## src/sv/pccd_pkg.sv

```systemverilog
`timescale 1ns / 1ps
// Shared constants for the pointer click/drag classifier.
// Register map, item codes and register reset values; no dependencies.
package pccd_pkg;

  // APB register map (byte address = 4 * index)
  localparam int unsigned CFG_ADDR_BITS = 4;
  localparam int unsigned CFG_DATA_BITS = 32;
  localparam int unsigned CFG_IDX_BITS  = 2;

  localparam logic [CFG_IDX_BITS-1:0] REG_DRAG_ENABLE    = 2'd0;
  localparam logic [CFG_IDX_BITS-1:0] REG_PROXIMITY      = 2'd1;
  localparam logic [CFG_IDX_BITS-1:0] REG_DRAG_THRESHOLD = 2'd2;

  // Item function codes
  localparam logic FUNC_SAMPLE = 1'b0;
  localparam logic FUNC_CANCEL = 1'b1;

  // Register reset values
  localparam logic        DRAG_ENABLE_RESET    = 1'b1;
  localparam logic [15:0] PROXIMITY_RESET      = 16'd150;
  localparam logic [15:0] DRAG_THRESHOLD_RESET = 16'd5;
  localparam logic [31:0] PROXIMITY_SQ_RESET   = 32'd22500;
  localparam logic [31:0] DRAG_THRESHOLD_SQ_RESET = 32'd25;

endpackage

```

## src/sv/pccd_in_if.sv

```systemverilog
`timescale 1ns / 1ps
// Input channel of the pointer click/drag classifier: one pointer sample
// or cancel request per transaction. No dependencies.
interface pccd_in_if #(
  parameter int COORD_BITS = 16
) ();
  logic                         valid;
  logic                         ready;
  logic                         func;
  logic signed [COORD_BITS-1:0] cursor_x;
  logic signed [COORD_BITS-1:0] cursor_y;
  logic                         left_down;
  logic                         right_down;
  logic signed [COORD_BITS-1:0] box_x;
  logic signed [COORD_BITS-1:0] box_y;
  logic        [COORD_BITS-2:0] box_w;
  logic        [COORD_BITS-2:0] box_h;
  logic                         clear_events;

  modport source (
    output valid, func, cursor_x, cursor_y, left_down, right_down,
           box_x, box_y, box_w, box_h, clear_events,
    input  ready
  );

  modport sink (
    input  valid, func, cursor_x, cursor_y, left_down, right_down,
           box_x, box_y, box_w, box_h, clear_events,
    output ready
  );
endinterface

```

## src/sv/pccd_out_if.sv

```systemverilog
`timescale 1ns / 1ps
// Result channel of the pointer click/drag classifier: one result per
// transaction. No dependencies.
interface pccd_out_if #(
  parameter int COORD_BITS = 16
) ();
  logic                           valid;
  logic                           ready;
  logic signed [COORD_BITS:0]     delta_x;
  logic signed [COORD_BITS:0]     delta_y;
  logic signed [COORD_BITS:0]     rel_x;
  logic signed [COORD_BITS:0]     rel_y;
  logic        [2*COORD_BITS:0]   dist_sq;
  logic                           hovering;
  logic                           near;
  logic                           dragging;
  logic                           left_clicked;
  logic                           right_clicked;
  logic signed [COORD_BITS:0]     grab_x;
  logic signed [COORD_BITS:0]     grab_y;

  modport source (
    output valid, delta_x, delta_y, rel_x, rel_y, dist_sq, hovering, near,
           dragging, left_clicked, right_clicked, grab_x, grab_y,
    input  ready
  );

  modport sink (
    input  valid, delta_x, delta_y, rel_x, rel_y, dist_sq, hovering, near,
           dragging, left_clicked, right_clicked, grab_x, grab_y,
    output ready
  );
endinterface

```

## src/sv/pointer_click_drag_classifier.sv

```systemverilog
`timescale 1ns / 1ps
// Pointer click/drag classifier top level.
// Depends on pccd_pkg, pccd_in_if and pccd_out_if.

// One transaction is accepted every clock cycle while the sink takes results.
// A sample goes into an input register and is evaluated in combinational logic:
// position delta, rectangle offsets, two squares for the centre distance and
// two for the drag travel. When it advances, it lands in the result register,
// from which the result is offered to the sink.
// The result register holds while the sink stalls. The input register then
// holds its sample, and input ready stays low until the result is taken.
// Input ready follows output ready in the same cycle, so no cycle is lost when
// a stall ends. Interaction state (last position, button history, press
// tracking, drag and latched clicks) updates when an item moves from the input
// register to the result register. The squares of proximity_px and
// drag_threshold_px are computed when they are written; write the registers
// only while no transaction is in flight.
module pointer_click_drag_classifier #(
  parameter int COORD_BITS = 16
) (
  input  logic                               clk_i,
  input  logic                               rst_ni,
  pccd_in_if.sink                            in_ch,
  pccd_out_if.source                         out_ch,
  input  logic                               psel,
  input  logic                               penable,
  input  logic                               pwrite,
  input  logic [pccd_pkg::CFG_ADDR_BITS-1:0] paddr,
  input  logic [pccd_pkg::CFG_DATA_BITS-1:0] pwdata,
  output logic [pccd_pkg::CFG_DATA_BITS-1:0] prdata,
  output logic                               pready
);
  import pccd_pkg::*;

  localparam int C    = COORD_BITS;
  localparam int W    = C + 1;        // delta / relative width
  localparam int MW   = C + 1;        // centre offset magnitude width
  localparam int DW   = 2 * C + 1;    // dist_sq width
  localparam int CMPW = (2 * MW + 1 > 32) ? 2 * MW + 1 : 32;

  // ---------------------------------------------------------------------
  // Configuration registers
  // ---------------------------------------------------------------------
  logic        drag_en_q;
  logic [15:0] prox_q;
  logic [15:0] thr_q;
  logic [31:0] prox_sq_q;
  logic [31:0] thr_sq_q;
  logic        cfg_wr;
  logic [CFG_IDX_BITS-1:0] cfg_idx;

  assign pready  = 1'b1;
  assign cfg_idx = paddr[CFG_ADDR_BITS-1:2];
  assign cfg_wr  = psel && penable && pwrite;

  always_ff @(posedge clk_i or negedge rst_ni) begin
    if (!rst_ni) begin
      drag_en_q <= DRAG_ENABLE_RESET;
      prox_q    <= PROXIMITY_RESET;
      thr_q     <= DRAG_THRESHOLD_RESET;
      prox_sq_q <= PROXIMITY_SQ_RESET;
      thr_sq_q  <= DRAG_THRESHOLD_SQ_RESET;
    end else if (cfg_wr) begin
      case (cfg_idx)
        REG_DRAG_ENABLE: begin
          drag_en_q <= pwdata[0];
        end
        REG_PROXIMITY: begin
          prox_q    <= pwdata[15:0];
          prox_sq_q <= {16'd0, pwdata[15:0]} * {16'd0, pwdata[15:0]};
        end
        REG_DRAG_THRESHOLD: begin
          thr_q    <= pwdata[15:0];
          thr_sq_q <= {16'd0, pwdata[15:0]} * {16'd0, pwdata[15:0]};
        end
        default: begin
        end
      endcase
    end
  end

  always_comb begin
    case (cfg_idx)
      REG_DRAG_ENABLE:    prdata = {31'd0, drag_en_q};
      REG_PROXIMITY:      prdata = {16'd0, prox_q};
      REG_DRAG_THRESHOLD: prdata = {16'd0, thr_q};
      default:            prdata = '0;
    endcase
  end

  // ---------------------------------------------------------------------
  // Input register
  // ---------------------------------------------------------------------
  logic                in_valid_q;
  logic                func_q;
  logic signed [C-1:0] cx_q, cy_q, bx_q, by_q;
  logic        [C-2:0] bw_q, bh_q;
  logic                ld_q, rd_q, clr_q;
  logic                out_valid_q;
  logic                advance;
  logic                in_take;

  assign advance     = in_valid_q && (!out_valid_q || out_ch.ready);
  assign in_ch.ready = !in_valid_q || advance;
  assign in_take     = in_ch.valid && in_ch.ready;

  always_ff @(posedge clk_i or negedge rst_ni) begin
    if (!rst_ni) begin
      in_valid_q <= 1'b0;
    end else if (in_ch.ready) begin
      in_valid_q <= in_ch.valid;
    end
  end

  always_ff @(posedge clk_i) begin
    if (in_take) begin
      func_q <= in_ch.func;
      cx_q   <= in_ch.cursor_x;
      cy_q   <= in_ch.cursor_y;
      ld_q   <= in_ch.left_down;
      rd_q   <= in_ch.right_down;
      bx_q   <= in_ch.box_x;
      by_q   <= in_ch.box_y;
      bw_q   <= in_ch.box_w;
      bh_q   <= in_ch.box_h;
      clr_q  <= in_ch.clear_events;
    end
  end

  // ---------------------------------------------------------------------
  // Interaction state
  // ---------------------------------------------------------------------
  logic signed [C-1:0] last_x_q, last_y_q, press_x_q, press_y_q;
  logic signed [W-1:0] offset_x_q, offset_y_q;
  logic primed_q, prev_left_q, prev_right_q, track_q, drag_q, left_ev_q, right_ev_q;

  logic signed [C-1:0] last_x_d, last_y_d, press_x_d, press_y_d;
  logic signed [W-1:0] offset_x_d, offset_y_d;
  logic primed_d, prev_left_d, prev_right_d, track_d, drag_d, left_ev_d, right_ev_d;

  // ---------------------------------------------------------------------
  // Per-sample arithmetic
  // ---------------------------------------------------------------------
  logic signed [W-1:0]  cx_w, cy_w, bx_w, by_w;
  logic signed [W-1:0]  dx, dy, rx, ry, cen_x, cen_y, tx, ty;
  logic signed [MW:0]   ex, ey;
  logic [MW-1:0]        mag_ex, mag_ey;
  logic [C-1:0]         mag_tx, mag_ty;
  logic [2*MW-1:0]      sq_ex, sq_ey;
  logic [2*MW:0]        sum_e;
  logic [2*C-1:0]       sq_tx, sq_ty;
  logic [DW-1:0]        sum_t;
  logic [DW-1:0]        dsq;
  logic                 hov, nr, travel_ok;
  logic                 is_cancel;

  assign is_cancel = (func_q == FUNC_CANCEL);

  assign cx_w = {cx_q[C-1], cx_q};
  assign cy_w = {cy_q[C-1], cy_q};
  assign bx_w = {bx_q[C-1], bx_q};
  assign by_w = {by_q[C-1], by_q};

  assign dx = primed_q ? cx_w - {last_x_q[C-1], last_x_q} : '0;
  assign dy = primed_q ? cy_w - {last_y_q[C-1], last_y_q} : '0;
  assign rx = cx_w - bx_w;
  assign ry = cy_w - by_w;

  // Centre offset, halves rounded down
  assign cen_x = bx_w + $signed({3'b000, bw_q[C-2:1]});
  assign cen_y = by_w + $signed({3'b000, bh_q[C-2:1]});
  assign ex    = {cx_w[W-1], cx_w} - {cen_x[W-1], cen_x};
  assign ey    = {cy_w[W-1], cy_w} - {cen_y[W-1], cen_y};
  assign mag_ex = ex[MW] ? MW'(-ex) : MW'(ex);
  assign mag_ey = ey[MW] ? MW'(-ey) : MW'(ey);
  assign sq_ex  = {{MW{1'b0}}, mag_ex} * {{MW{1'b0}}, mag_ex};
  assign sq_ey  = {{MW{1'b0}}, mag_ey} * {{MW{1'b0}}, mag_ey};
  assign sum_e  = {1'b0, sq_ex} + {1'b0, sq_ey};
  // Saturate at the all-ones value of dist_sq
  assign dsq    = (|sum_e[2*MW:DW]) ? {DW{1'b1}} : sum_e[DW-1:0];

  assign hov = !rx[W-1] && (rx < $signed({2'b00, bw_q}))
            && !ry[W-1] && (ry < $signed({2'b00, bh_q}));
  assign nr  = CMPW'(dsq) <= CMPW'(prox_sq_q);

  // Travel from the press point
  assign tx     = cx_w - {press_x_q[C-1], press_x_q};
  assign ty     = cy_w - {press_y_q[C-1], press_y_q};
  assign mag_tx = tx[C] ? C'(-tx) : C'(tx);
  assign mag_ty = ty[C] ? C'(-ty) : C'(ty);
  assign sq_tx  = {{C{1'b0}}, mag_tx} * {{C{1'b0}}, mag_tx};
  assign sq_ty  = {{C{1'b0}}, mag_ty} * {{C{1'b0}}, mag_ty};
  assign sum_t  = {1'b0, sq_tx} + {1'b0, sq_ty};
  assign travel_ok = CMPW'(sum_t) >= CMPW'(thr_sq_q);

  always_comb begin
    last_x_d     = last_x_q;
    last_y_d     = last_y_q;
    primed_d     = primed_q;
    prev_left_d  = prev_left_q;
    prev_right_d = prev_right_q;
    track_d      = track_q;
    drag_d       = drag_q;
    press_x_d    = press_x_q;
    press_y_d    = press_y_q;
    offset_x_d   = offset_x_q;
    offset_y_d   = offset_y_q;
    left_ev_d    = clr_q ? 1'b0 : left_ev_q;
    right_ev_d   = clr_q ? 1'b0 : right_ev_q;

    if (is_cancel) begin
      track_d    = 1'b0;
      drag_d     = 1'b0;
      left_ev_d  = 1'b0;
      right_ev_d = 1'b0;
    end else begin
      last_x_d = cx_q;
      last_y_d = cy_q;
      primed_d = 1'b1;
      if (drag_en_q) begin
        if (ld_q) begin
          if (!prev_left_q && !drag_q && hov && !track_q) begin
            track_d    = 1'b1;
            press_x_d  = cx_q;
            press_y_d  = cy_q;
            offset_x_d = rx;
            offset_y_d = ry;
          end else if (track_q && !drag_q && travel_ok) begin
            drag_d = 1'b1;
          end
        end else begin
          // release without drag latches a left click
          if (track_q && !drag_q) begin
            left_ev_d = 1'b1;
          end
          drag_d  = 1'b0;
          track_d = 1'b0;
        end
      end
      if (!rd_q && prev_right_q && hov) begin
        right_ev_d = 1'b1;
      end
      prev_left_d  = ld_q;
      prev_right_d = rd_q;
    end
  end

  always_ff @(posedge clk_i or negedge rst_ni) begin
    if (!rst_ni) begin
      last_x_q     <= '0;
      last_y_q     <= '0;
      primed_q     <= 1'b0;
      prev_left_q  <= 1'b0;
      prev_right_q <= 1'b0;
      track_q      <= 1'b0;
      drag_q       <= 1'b0;
      press_x_q    <= '0;
      press_y_q    <= '0;
      offset_x_q   <= '0;
      offset_y_q   <= '0;
      left_ev_q    <= 1'b0;
      right_ev_q   <= 1'b0;
    end else if (advance) begin
      last_x_q     <= last_x_d;
      last_y_q     <= last_y_d;
      primed_q     <= primed_d;
      prev_left_q  <= prev_left_d;
      prev_right_q <= prev_right_d;
      track_q      <= track_d;
      drag_q       <= drag_d;
      press_x_q    <= press_x_d;
      press_y_q    <= press_y_d;
      offset_x_q   <= offset_x_d;
      offset_y_q   <= offset_y_d;
      left_ev_q    <= left_ev_d;
      right_ev_q   <= right_ev_d;
    end
  end

  // ---------------------------------------------------------------------
  // Result register
  // ---------------------------------------------------------------------
  logic signed [W-1:0] o_dx_q, o_dy_q, o_rx_q, o_ry_q, o_gx_q, o_gy_q;
  logic [DW-1:0]       o_dsq_q;
  logic                o_hov_q, o_near_q, o_drag_q, o_lclk_q, o_rclk_q;

  always_ff @(posedge clk_i or negedge rst_ni) begin
    if (!rst_ni) begin
      out_valid_q <= 1'b0;
    end else if (advance) begin
      out_valid_q <= 1'b1;
    end else if (out_ch.ready) begin
      out_valid_q <= 1'b0;
    end
  end

  always_ff @(posedge clk_i) begin
    if (advance) begin
      o_dx_q   <= is_cancel ? '0 : dx;
      o_dy_q   <= is_cancel ? '0 : dy;
      o_rx_q   <= is_cancel ? '0 : rx;
      o_ry_q   <= is_cancel ? '0 : ry;
      o_dsq_q  <= is_cancel ? '0 : dsq;
      o_hov_q  <= !is_cancel && hov;
      o_near_q <= !is_cancel && nr;
      o_drag_q <= drag_d;
      o_lclk_q <= left_ev_d;
      o_rclk_q <= right_ev_d;
      o_gx_q   <= offset_x_d;
      o_gy_q   <= offset_y_d;
    end
  end

  assign out_ch.valid         = out_valid_q;
  assign out_ch.delta_x       = o_dx_q;
  assign out_ch.delta_y       = o_dy_q;
  assign out_ch.rel_x         = o_rx_q;
  assign out_ch.rel_y         = o_ry_q;
  assign out_ch.dist_sq       = o_dsq_q;
  assign out_ch.hovering      = o_hov_q;
  assign out_ch.near          = o_near_q;
  assign out_ch.dragging      = o_drag_q;
  assign out_ch.left_clicked  = o_lclk_q;
  assign out_ch.right_clicked = o_rclk_q;
  assign out_ch.grab_x        = o_gx_q;
  assign out_ch.grab_y        = o_gy_q;

  // ---------------------------------------------------------------------
  // Assertions
  // ---------------------------------------------------------------------
  a_drag_needs_track: assert property (@(posedge clk_i) disable iff (!rst_ni)
    drag_q |-> track_q)
    else $error("drag active without press tracking");

  a_stall_holds_state: assert property (@(posedge clk_i) disable iff (!rst_ni)
    (out_valid_q && !out_ch.ready) |=> $stable(last_x_q) && $stable(track_q))
    else $error("interaction state moved while result stalled");

  a_cancel_clears: assert property (@(posedge clk_i) disable iff (!rst_ni)
    (advance && is_cancel) |=> !drag_q && !track_q && !left_ev_q && !right_ev_q)
    else $error("cancel left interaction state set");

  a_sample_primes: assert property (@(posedge clk_i) disable iff (!rst_ni)
    (advance && !is_cancel) |=> primed_q && out_valid_q)
    else $error("sample did not prime position history");

endmodule

```

## src/flat_wrapper.sv

```systemverilog
// flat-port wrapper written by rule: the top's interface ports become plain ports
module pointer_click_drag_classifier_flat import pccd_pkg::*;
#(
  parameter int COORD_BITS = 16
)
  (clk_i, rst_ni, psel, penable, pwrite, paddr, pwdata, prdata, pready, in_ch_valid, in_ch_func, in_ch_cursor_x, in_ch_cursor_y, in_ch_left_down, in_ch_right_down, in_ch_box_x, in_ch_box_y, in_ch_box_w, in_ch_box_h, in_ch_clear_events, in_ch_ready, out_ch_valid, out_ch_delta_x, out_ch_delta_y, out_ch_rel_x, out_ch_rel_y, out_ch_dist_sq, out_ch_hovering, out_ch_near, out_ch_dragging, out_ch_left_clicked, out_ch_right_clicked, out_ch_grab_x, out_ch_grab_y, out_ch_ready);
  pccd_in_if #(.COORD_BITS(COORD_BITS)) in_ch_i ();
  pccd_out_if #(.COORD_BITS(COORD_BITS)) out_ch_i ();
  input  logic clk_i;
  input  logic rst_ni;
  input  logic psel;
  input  logic penable;
  input  logic pwrite;
  input  logic [pccd_pkg::CFG_ADDR_BITS-1:0] paddr;
  input  logic [pccd_pkg::CFG_DATA_BITS-1:0] pwdata;
  output logic [pccd_pkg::CFG_DATA_BITS-1:0] prdata;
  output logic pready;
  input wire logic [$bits(in_ch_i.valid)-1:0] in_ch_valid;
  input wire logic [$bits(in_ch_i.func)-1:0] in_ch_func;
  input wire logic [$bits(in_ch_i.cursor_x)-1:0] in_ch_cursor_x;
  input wire logic [$bits(in_ch_i.cursor_y)-1:0] in_ch_cursor_y;
  input wire logic [$bits(in_ch_i.left_down)-1:0] in_ch_left_down;
  input wire logic [$bits(in_ch_i.right_down)-1:0] in_ch_right_down;
  input wire logic [$bits(in_ch_i.box_x)-1:0] in_ch_box_x;
  input wire logic [$bits(in_ch_i.box_y)-1:0] in_ch_box_y;
  input wire logic [$bits(in_ch_i.box_w)-1:0] in_ch_box_w;
  input wire logic [$bits(in_ch_i.box_h)-1:0] in_ch_box_h;
  input wire logic [$bits(in_ch_i.clear_events)-1:0] in_ch_clear_events;
  output wire logic [$bits(in_ch_i.ready)-1:0] in_ch_ready;
  output wire logic [$bits(out_ch_i.valid)-1:0] out_ch_valid;
  output wire logic [$bits(out_ch_i.delta_x)-1:0] out_ch_delta_x;
  output wire logic [$bits(out_ch_i.delta_y)-1:0] out_ch_delta_y;
  output wire logic [$bits(out_ch_i.rel_x)-1:0] out_ch_rel_x;
  output wire logic [$bits(out_ch_i.rel_y)-1:0] out_ch_rel_y;
  output wire logic [$bits(out_ch_i.dist_sq)-1:0] out_ch_dist_sq;
  output wire logic [$bits(out_ch_i.hovering)-1:0] out_ch_hovering;
  output wire logic [$bits(out_ch_i.near)-1:0] out_ch_near;
  output wire logic [$bits(out_ch_i.dragging)-1:0] out_ch_dragging;
  output wire logic [$bits(out_ch_i.left_clicked)-1:0] out_ch_left_clicked;
  output wire logic [$bits(out_ch_i.right_clicked)-1:0] out_ch_right_clicked;
  output wire logic [$bits(out_ch_i.grab_x)-1:0] out_ch_grab_x;
  output wire logic [$bits(out_ch_i.grab_y)-1:0] out_ch_grab_y;
  input wire logic [$bits(out_ch_i.ready)-1:0] out_ch_ready;
  assign in_ch_i.valid = in_ch_valid;
  assign in_ch_i.func = in_ch_func;
  assign in_ch_i.cursor_x = in_ch_cursor_x;
  assign in_ch_i.cursor_y = in_ch_cursor_y;
  assign in_ch_i.left_down = in_ch_left_down;
  assign in_ch_i.right_down = in_ch_right_down;
  assign in_ch_i.box_x = in_ch_box_x;
  assign in_ch_i.box_y = in_ch_box_y;
  assign in_ch_i.box_w = in_ch_box_w;
  assign in_ch_i.box_h = in_ch_box_h;
  assign in_ch_i.clear_events = in_ch_clear_events;
  assign in_ch_ready = in_ch_i.ready;
  assign out_ch_valid = out_ch_i.valid;
  assign out_ch_delta_x = out_ch_i.delta_x;
  assign out_ch_delta_y = out_ch_i.delta_y;
  assign out_ch_rel_x = out_ch_i.rel_x;
  assign out_ch_rel_y = out_ch_i.rel_y;
  assign out_ch_dist_sq = out_ch_i.dist_sq;
  assign out_ch_hovering = out_ch_i.hovering;
  assign out_ch_near = out_ch_i.near;
  assign out_ch_dragging = out_ch_i.dragging;
  assign out_ch_left_clicked = out_ch_i.left_clicked;
  assign out_ch_right_clicked = out_ch_i.right_clicked;
  assign out_ch_grab_x = out_ch_i.grab_x;
  assign out_ch_grab_y = out_ch_i.grab_y;
  assign out_ch_i.ready = out_ch_ready;
  pointer_click_drag_classifier #(.COORD_BITS(COORD_BITS)) u_core (.clk_i(clk_i), .rst_ni(rst_ni), .in_ch(in_ch_i), .out_ch(out_ch_i), .psel(psel), .penable(penable), .pwrite(pwrite), .paddr(paddr), .pwdata(pwdata), .prdata(prdata), .pready(pready));
endmodule
```

## config.mk

```make
export PLATFORM = sky130hd
export DESIGN_NAME = pointer_click_drag_classifier_flat
export DESIGN_NICKNAME = d
export VERILOG_FILES = /design/src/sv/pccd_pkg.sv /design/src/sv/pccd_in_if.sv /design/src/sv/pccd_out_if.sv /design/src/sv/pointer_click_drag_classifier.sv /design/src/flat_wrapper.sv
export SDC_FILE = /design/constraint.sdc
export NUM_CORES = 2
export LEC_CHECK = 0
export BUFFER_PORTS_ARGS = -buffer_cell sky130_fd_sc_hd__buf_2
export CORE_MARGIN = 1
export CORE_UTILIZATION = 60
export DETAILED_ROUTE_END_ITERATION = 16
export GPL_TIMING_DRIVEN = 0
export PLACE_DENSITY = 0.78
export SLEW_MARGIN = 20
export SYNTH_ARGS = -nofsm -noshare
export SYNTH_HDL_FRONTEND = slang
export SYNTH_SLANG_ARGS = --single-unit
```

## constraint.sdc

```tcl
create_clock -name clk_i -period 28 [get_ports clk_i]
set_input_delay 2.8 -clock clk_i [delete_from_list [all_inputs] [get_ports clk_i]]
set_output_delay 2.8 -clock clk_i [all_outputs]
set_load 0.05 [all_outputs]
```

==> key figures <==
Outcome
  • Status: finished, final reports clean

Global routing
  • Largest net degree at the start of global routing: slightly above 80
  • Global route overflow: 0
  • Initial antenna violation count: 3
  • First-pass GRT wire length: 271 mm
  • Vias in the first global route: 50,400
  • All-Layer GR Usage: 32.6%

Layout
  • Layout area overhead: 8.01%
  • Design area: 69,300 µm²
  • Max reg flops: 33
  • NumNets Final: 9,034
  • Finished Layout Cells: between 8,000 and 9,000
  • Share of layout cells above drive strength 1: 7.72%

Detailed routing
  • Via density: about 5.6
  • Wire length per cell: between 15 and 20 µm
  • Uppermost layer routed: met5
  • Drt first-iter violations: between 3,000 and 4,000
  • DRT Wirelength: 171 mm
  • Via count: 47,800
  • Drc violations: 0
  • DRT antenna net count: 0
  • DR WL met2: 78.0 mm
  • Drt pass-1 iters: 8
  • M1 WL: 68.3 mm
  • WL met3: 15.1 mm

Floorplanning
  • Core area: 106,000 µm²
  • Initial Util: roughly 61%
  • Die Y: 329 µm
  • Top Ports: 316
  • Number of cell rows: roughly 120
  • Die X: 329 µm
  • Full die area: 108,000 µm²

Clock tree
  • CTS Buf Count: 46
  • CTS sink cnt: ~440
  • H-tree levels: 2
  • Root Buffer: clkbuf_16
  • Postcts setup bufs: 0
  • Clock Latency Late Sink: 630 ps
  • Reg clk slew, reported paths: about 60 ps
  • CTS tree: done
  • CTS Buffer Depth: 3
  • Cts hold-fix bufs: 0
  • CTS resizes: 0

STA
  • Clock skew: 19.9 ps
  • Final Max Slew Viols: 0
  • Hold WS: about 470 ps
  • Highest clock rate: 62.4 MHz
  • Unrepaired setup endpoints after global routing: false
  • Minimum clock period: 16,020 ps
  • Setup TNS Final: 0 ps
  • Fin crit share: 57.2%
  • Actual slew at the worst max-slew pin: 1310 ps
  • Final Setup Violations: 0
  • Slew headroom: 11.9%
  • Final hold vios: 0

Place
  • DP HPWL: about 140 mm
  • Post-DP Area: 67,700 µm²
  • Port Buffers: 276
  • Placed cells: 8,495
  • Routability congestion estimate: 0.988

Synth
  • Top-count cell post-synth: inv_1
  • Yosys warnings: 0
  • Asr flop ratio synth: 45.7%
  • Synth top area share: 32.3%
  • Post-synth top cells: inv_1, fa_1, ha_1, nand2_1, nor2_1
  • Post-synth EDFFs: ~240
  • Netlist Area Pre-Place: 64,200 µm²
  • Sequential area share after synthesis: 19.0%
  • Cell count after synthesis: 6,804
  • Area leader, netlist: fa_1
  • Synth Area per Inst: 9.44 µm²
  • Ranking of synthesized cells by area: fa_1, ha_1, edfxtp_1
  • Synth Area in Adders: between 40% and 50%
  • Commonest register cell after synthesis: edfxtp_1
  • Multiplexer share of the synthesized area: 0.916%
  • Post-synthesis register bit count: 438
  • Simple-gate portion of the synthesized area: 10.9%
  • Largest family of logic cells by synthesized area: adder cells
  • Post-synthesis cell type count: 90
  • Xor/xnor cell area share of the yosys netlist: 3.44%
  • Synth Area in Compound Gates: 8.45%

Critical path
  • Critical path's slowest cell: xor2_1
  • CP Data Required Time: 28,480 ps
  • Setup CP Type: reg -> reg
  • Slowest stage delay, CP: 740 ps
  • Maximum fanout along the worst path: 10
  • CP Launch Type: flip-flop
  • CP most frequent cell: fa_1
  • Reg2reg setup slack: ~12,000 ps
  • Top delay family on crit path: adder cells
  • Endpoint type of the worst setup path: flip-flop
  • Crit path arrival time: 16,490 ps
  • CP bufs+invs: 10

Run
  • Max Cap Viol: 0

Worst hold path
  • Hold WC Path Type: reg -> reg
==> metal layers <==
metal  track usage [%]  up-vias
met4              15.1        6
met1              43.7    23800
li1                  -    21800
met2              51.6     1867
met5                 0        -
met3              6.08      362
==> layout by cell type, fill, tap and decap left out, types with 69 or more instances in the layout <==
cell type and instances:
ha_1 706, xnor2_1 157, a21oi_1 209, nand2b_1 75
xor2_1 70, fa_1 1035, inv_1 1702, nor3_1 69
clkbuf_1 147, nor2_1 536, and2_1 76, a21o_1 85
edfxtp_1 238, nand2_1 546, buf_2 275, o21ai_0 280
dfrtp_1 182
==> area by class of cell <==
| cell class | instances | area, µm² |
|---|---|---|
| Antenna cell | 3 | 7.51 |
| Buffer | 171 | 751 |
| Clock buffer | 49 | 1180 |
| Clock inverter | 37 | 405 |
| Fill cell | 8515 | 36400 |
| Inverter | 1726 | 6490 |
| Multi-Input combinational cell | 4484 | 45000 |
| Sequential cell | 438 | 12200 |
| Tap cell | 1391 | 1740 |
| Timing Repair Buffer | 285 | 1550 |
==> cells by family (layout without fill, tap and decap cells) <==
family | count (synthesis) | after routing
fa+ha+maj | 1741 | 1741
buf+inv | 1897 | 2268
compound gates | 862 | 862
other cells | 2 | 20
xor+xnor | 251 | 251
flops | 438 | 438
simple gates | 1560 | 1560
mux | 53 | 53
==> worst register-to-register path: cells and delay by family (launching register included) <==
kind,cells,cell delay (ps)
XOR/XNOR,4,1410
AND/OR/NAND/NOR,11,1750
flip-flops,1,660
adder cells (fa/ha/maj),13,5930
buffers and inverters,10,2530
AO/OA/AOI/OAI,16,3590
==> stage by stage <==
stage / setup slack (ps) / utilization, %
3_5_place_dp: 12330 / 64.0
6_report: 11980 / 65.6
2_1_floorplan: 15040 / -
5_1_grt: 11410 / 65.6
4_1_cts: 12270 / 65.5
3_3_place_gp: 12140 / 63.7
==> worst paths after layout <==
kind                             startpoint            endpoint  cells after the start
setup / recovery             u_core.cy_q[0]  u_core.out_ch.near                     54
max in group asynchronous            rst_ni    u_core.prox_q[4]                      3
hold / removal             u_core.prox_q[1]    u_core.prox_q[1]                      2
setup reg to reg             u_core.cy_q[0]  u_core.out_ch.near                     54
min in group asynchronous            rst_ni   u_core.in_valid_q                      1
hold reg to reg            u_core.prox_q[1]    u_core.prox_q[1]                      2
Power is not shown: default switching activity piles up to over one toggle a cycle in this logic, so the estimate is an artifact.
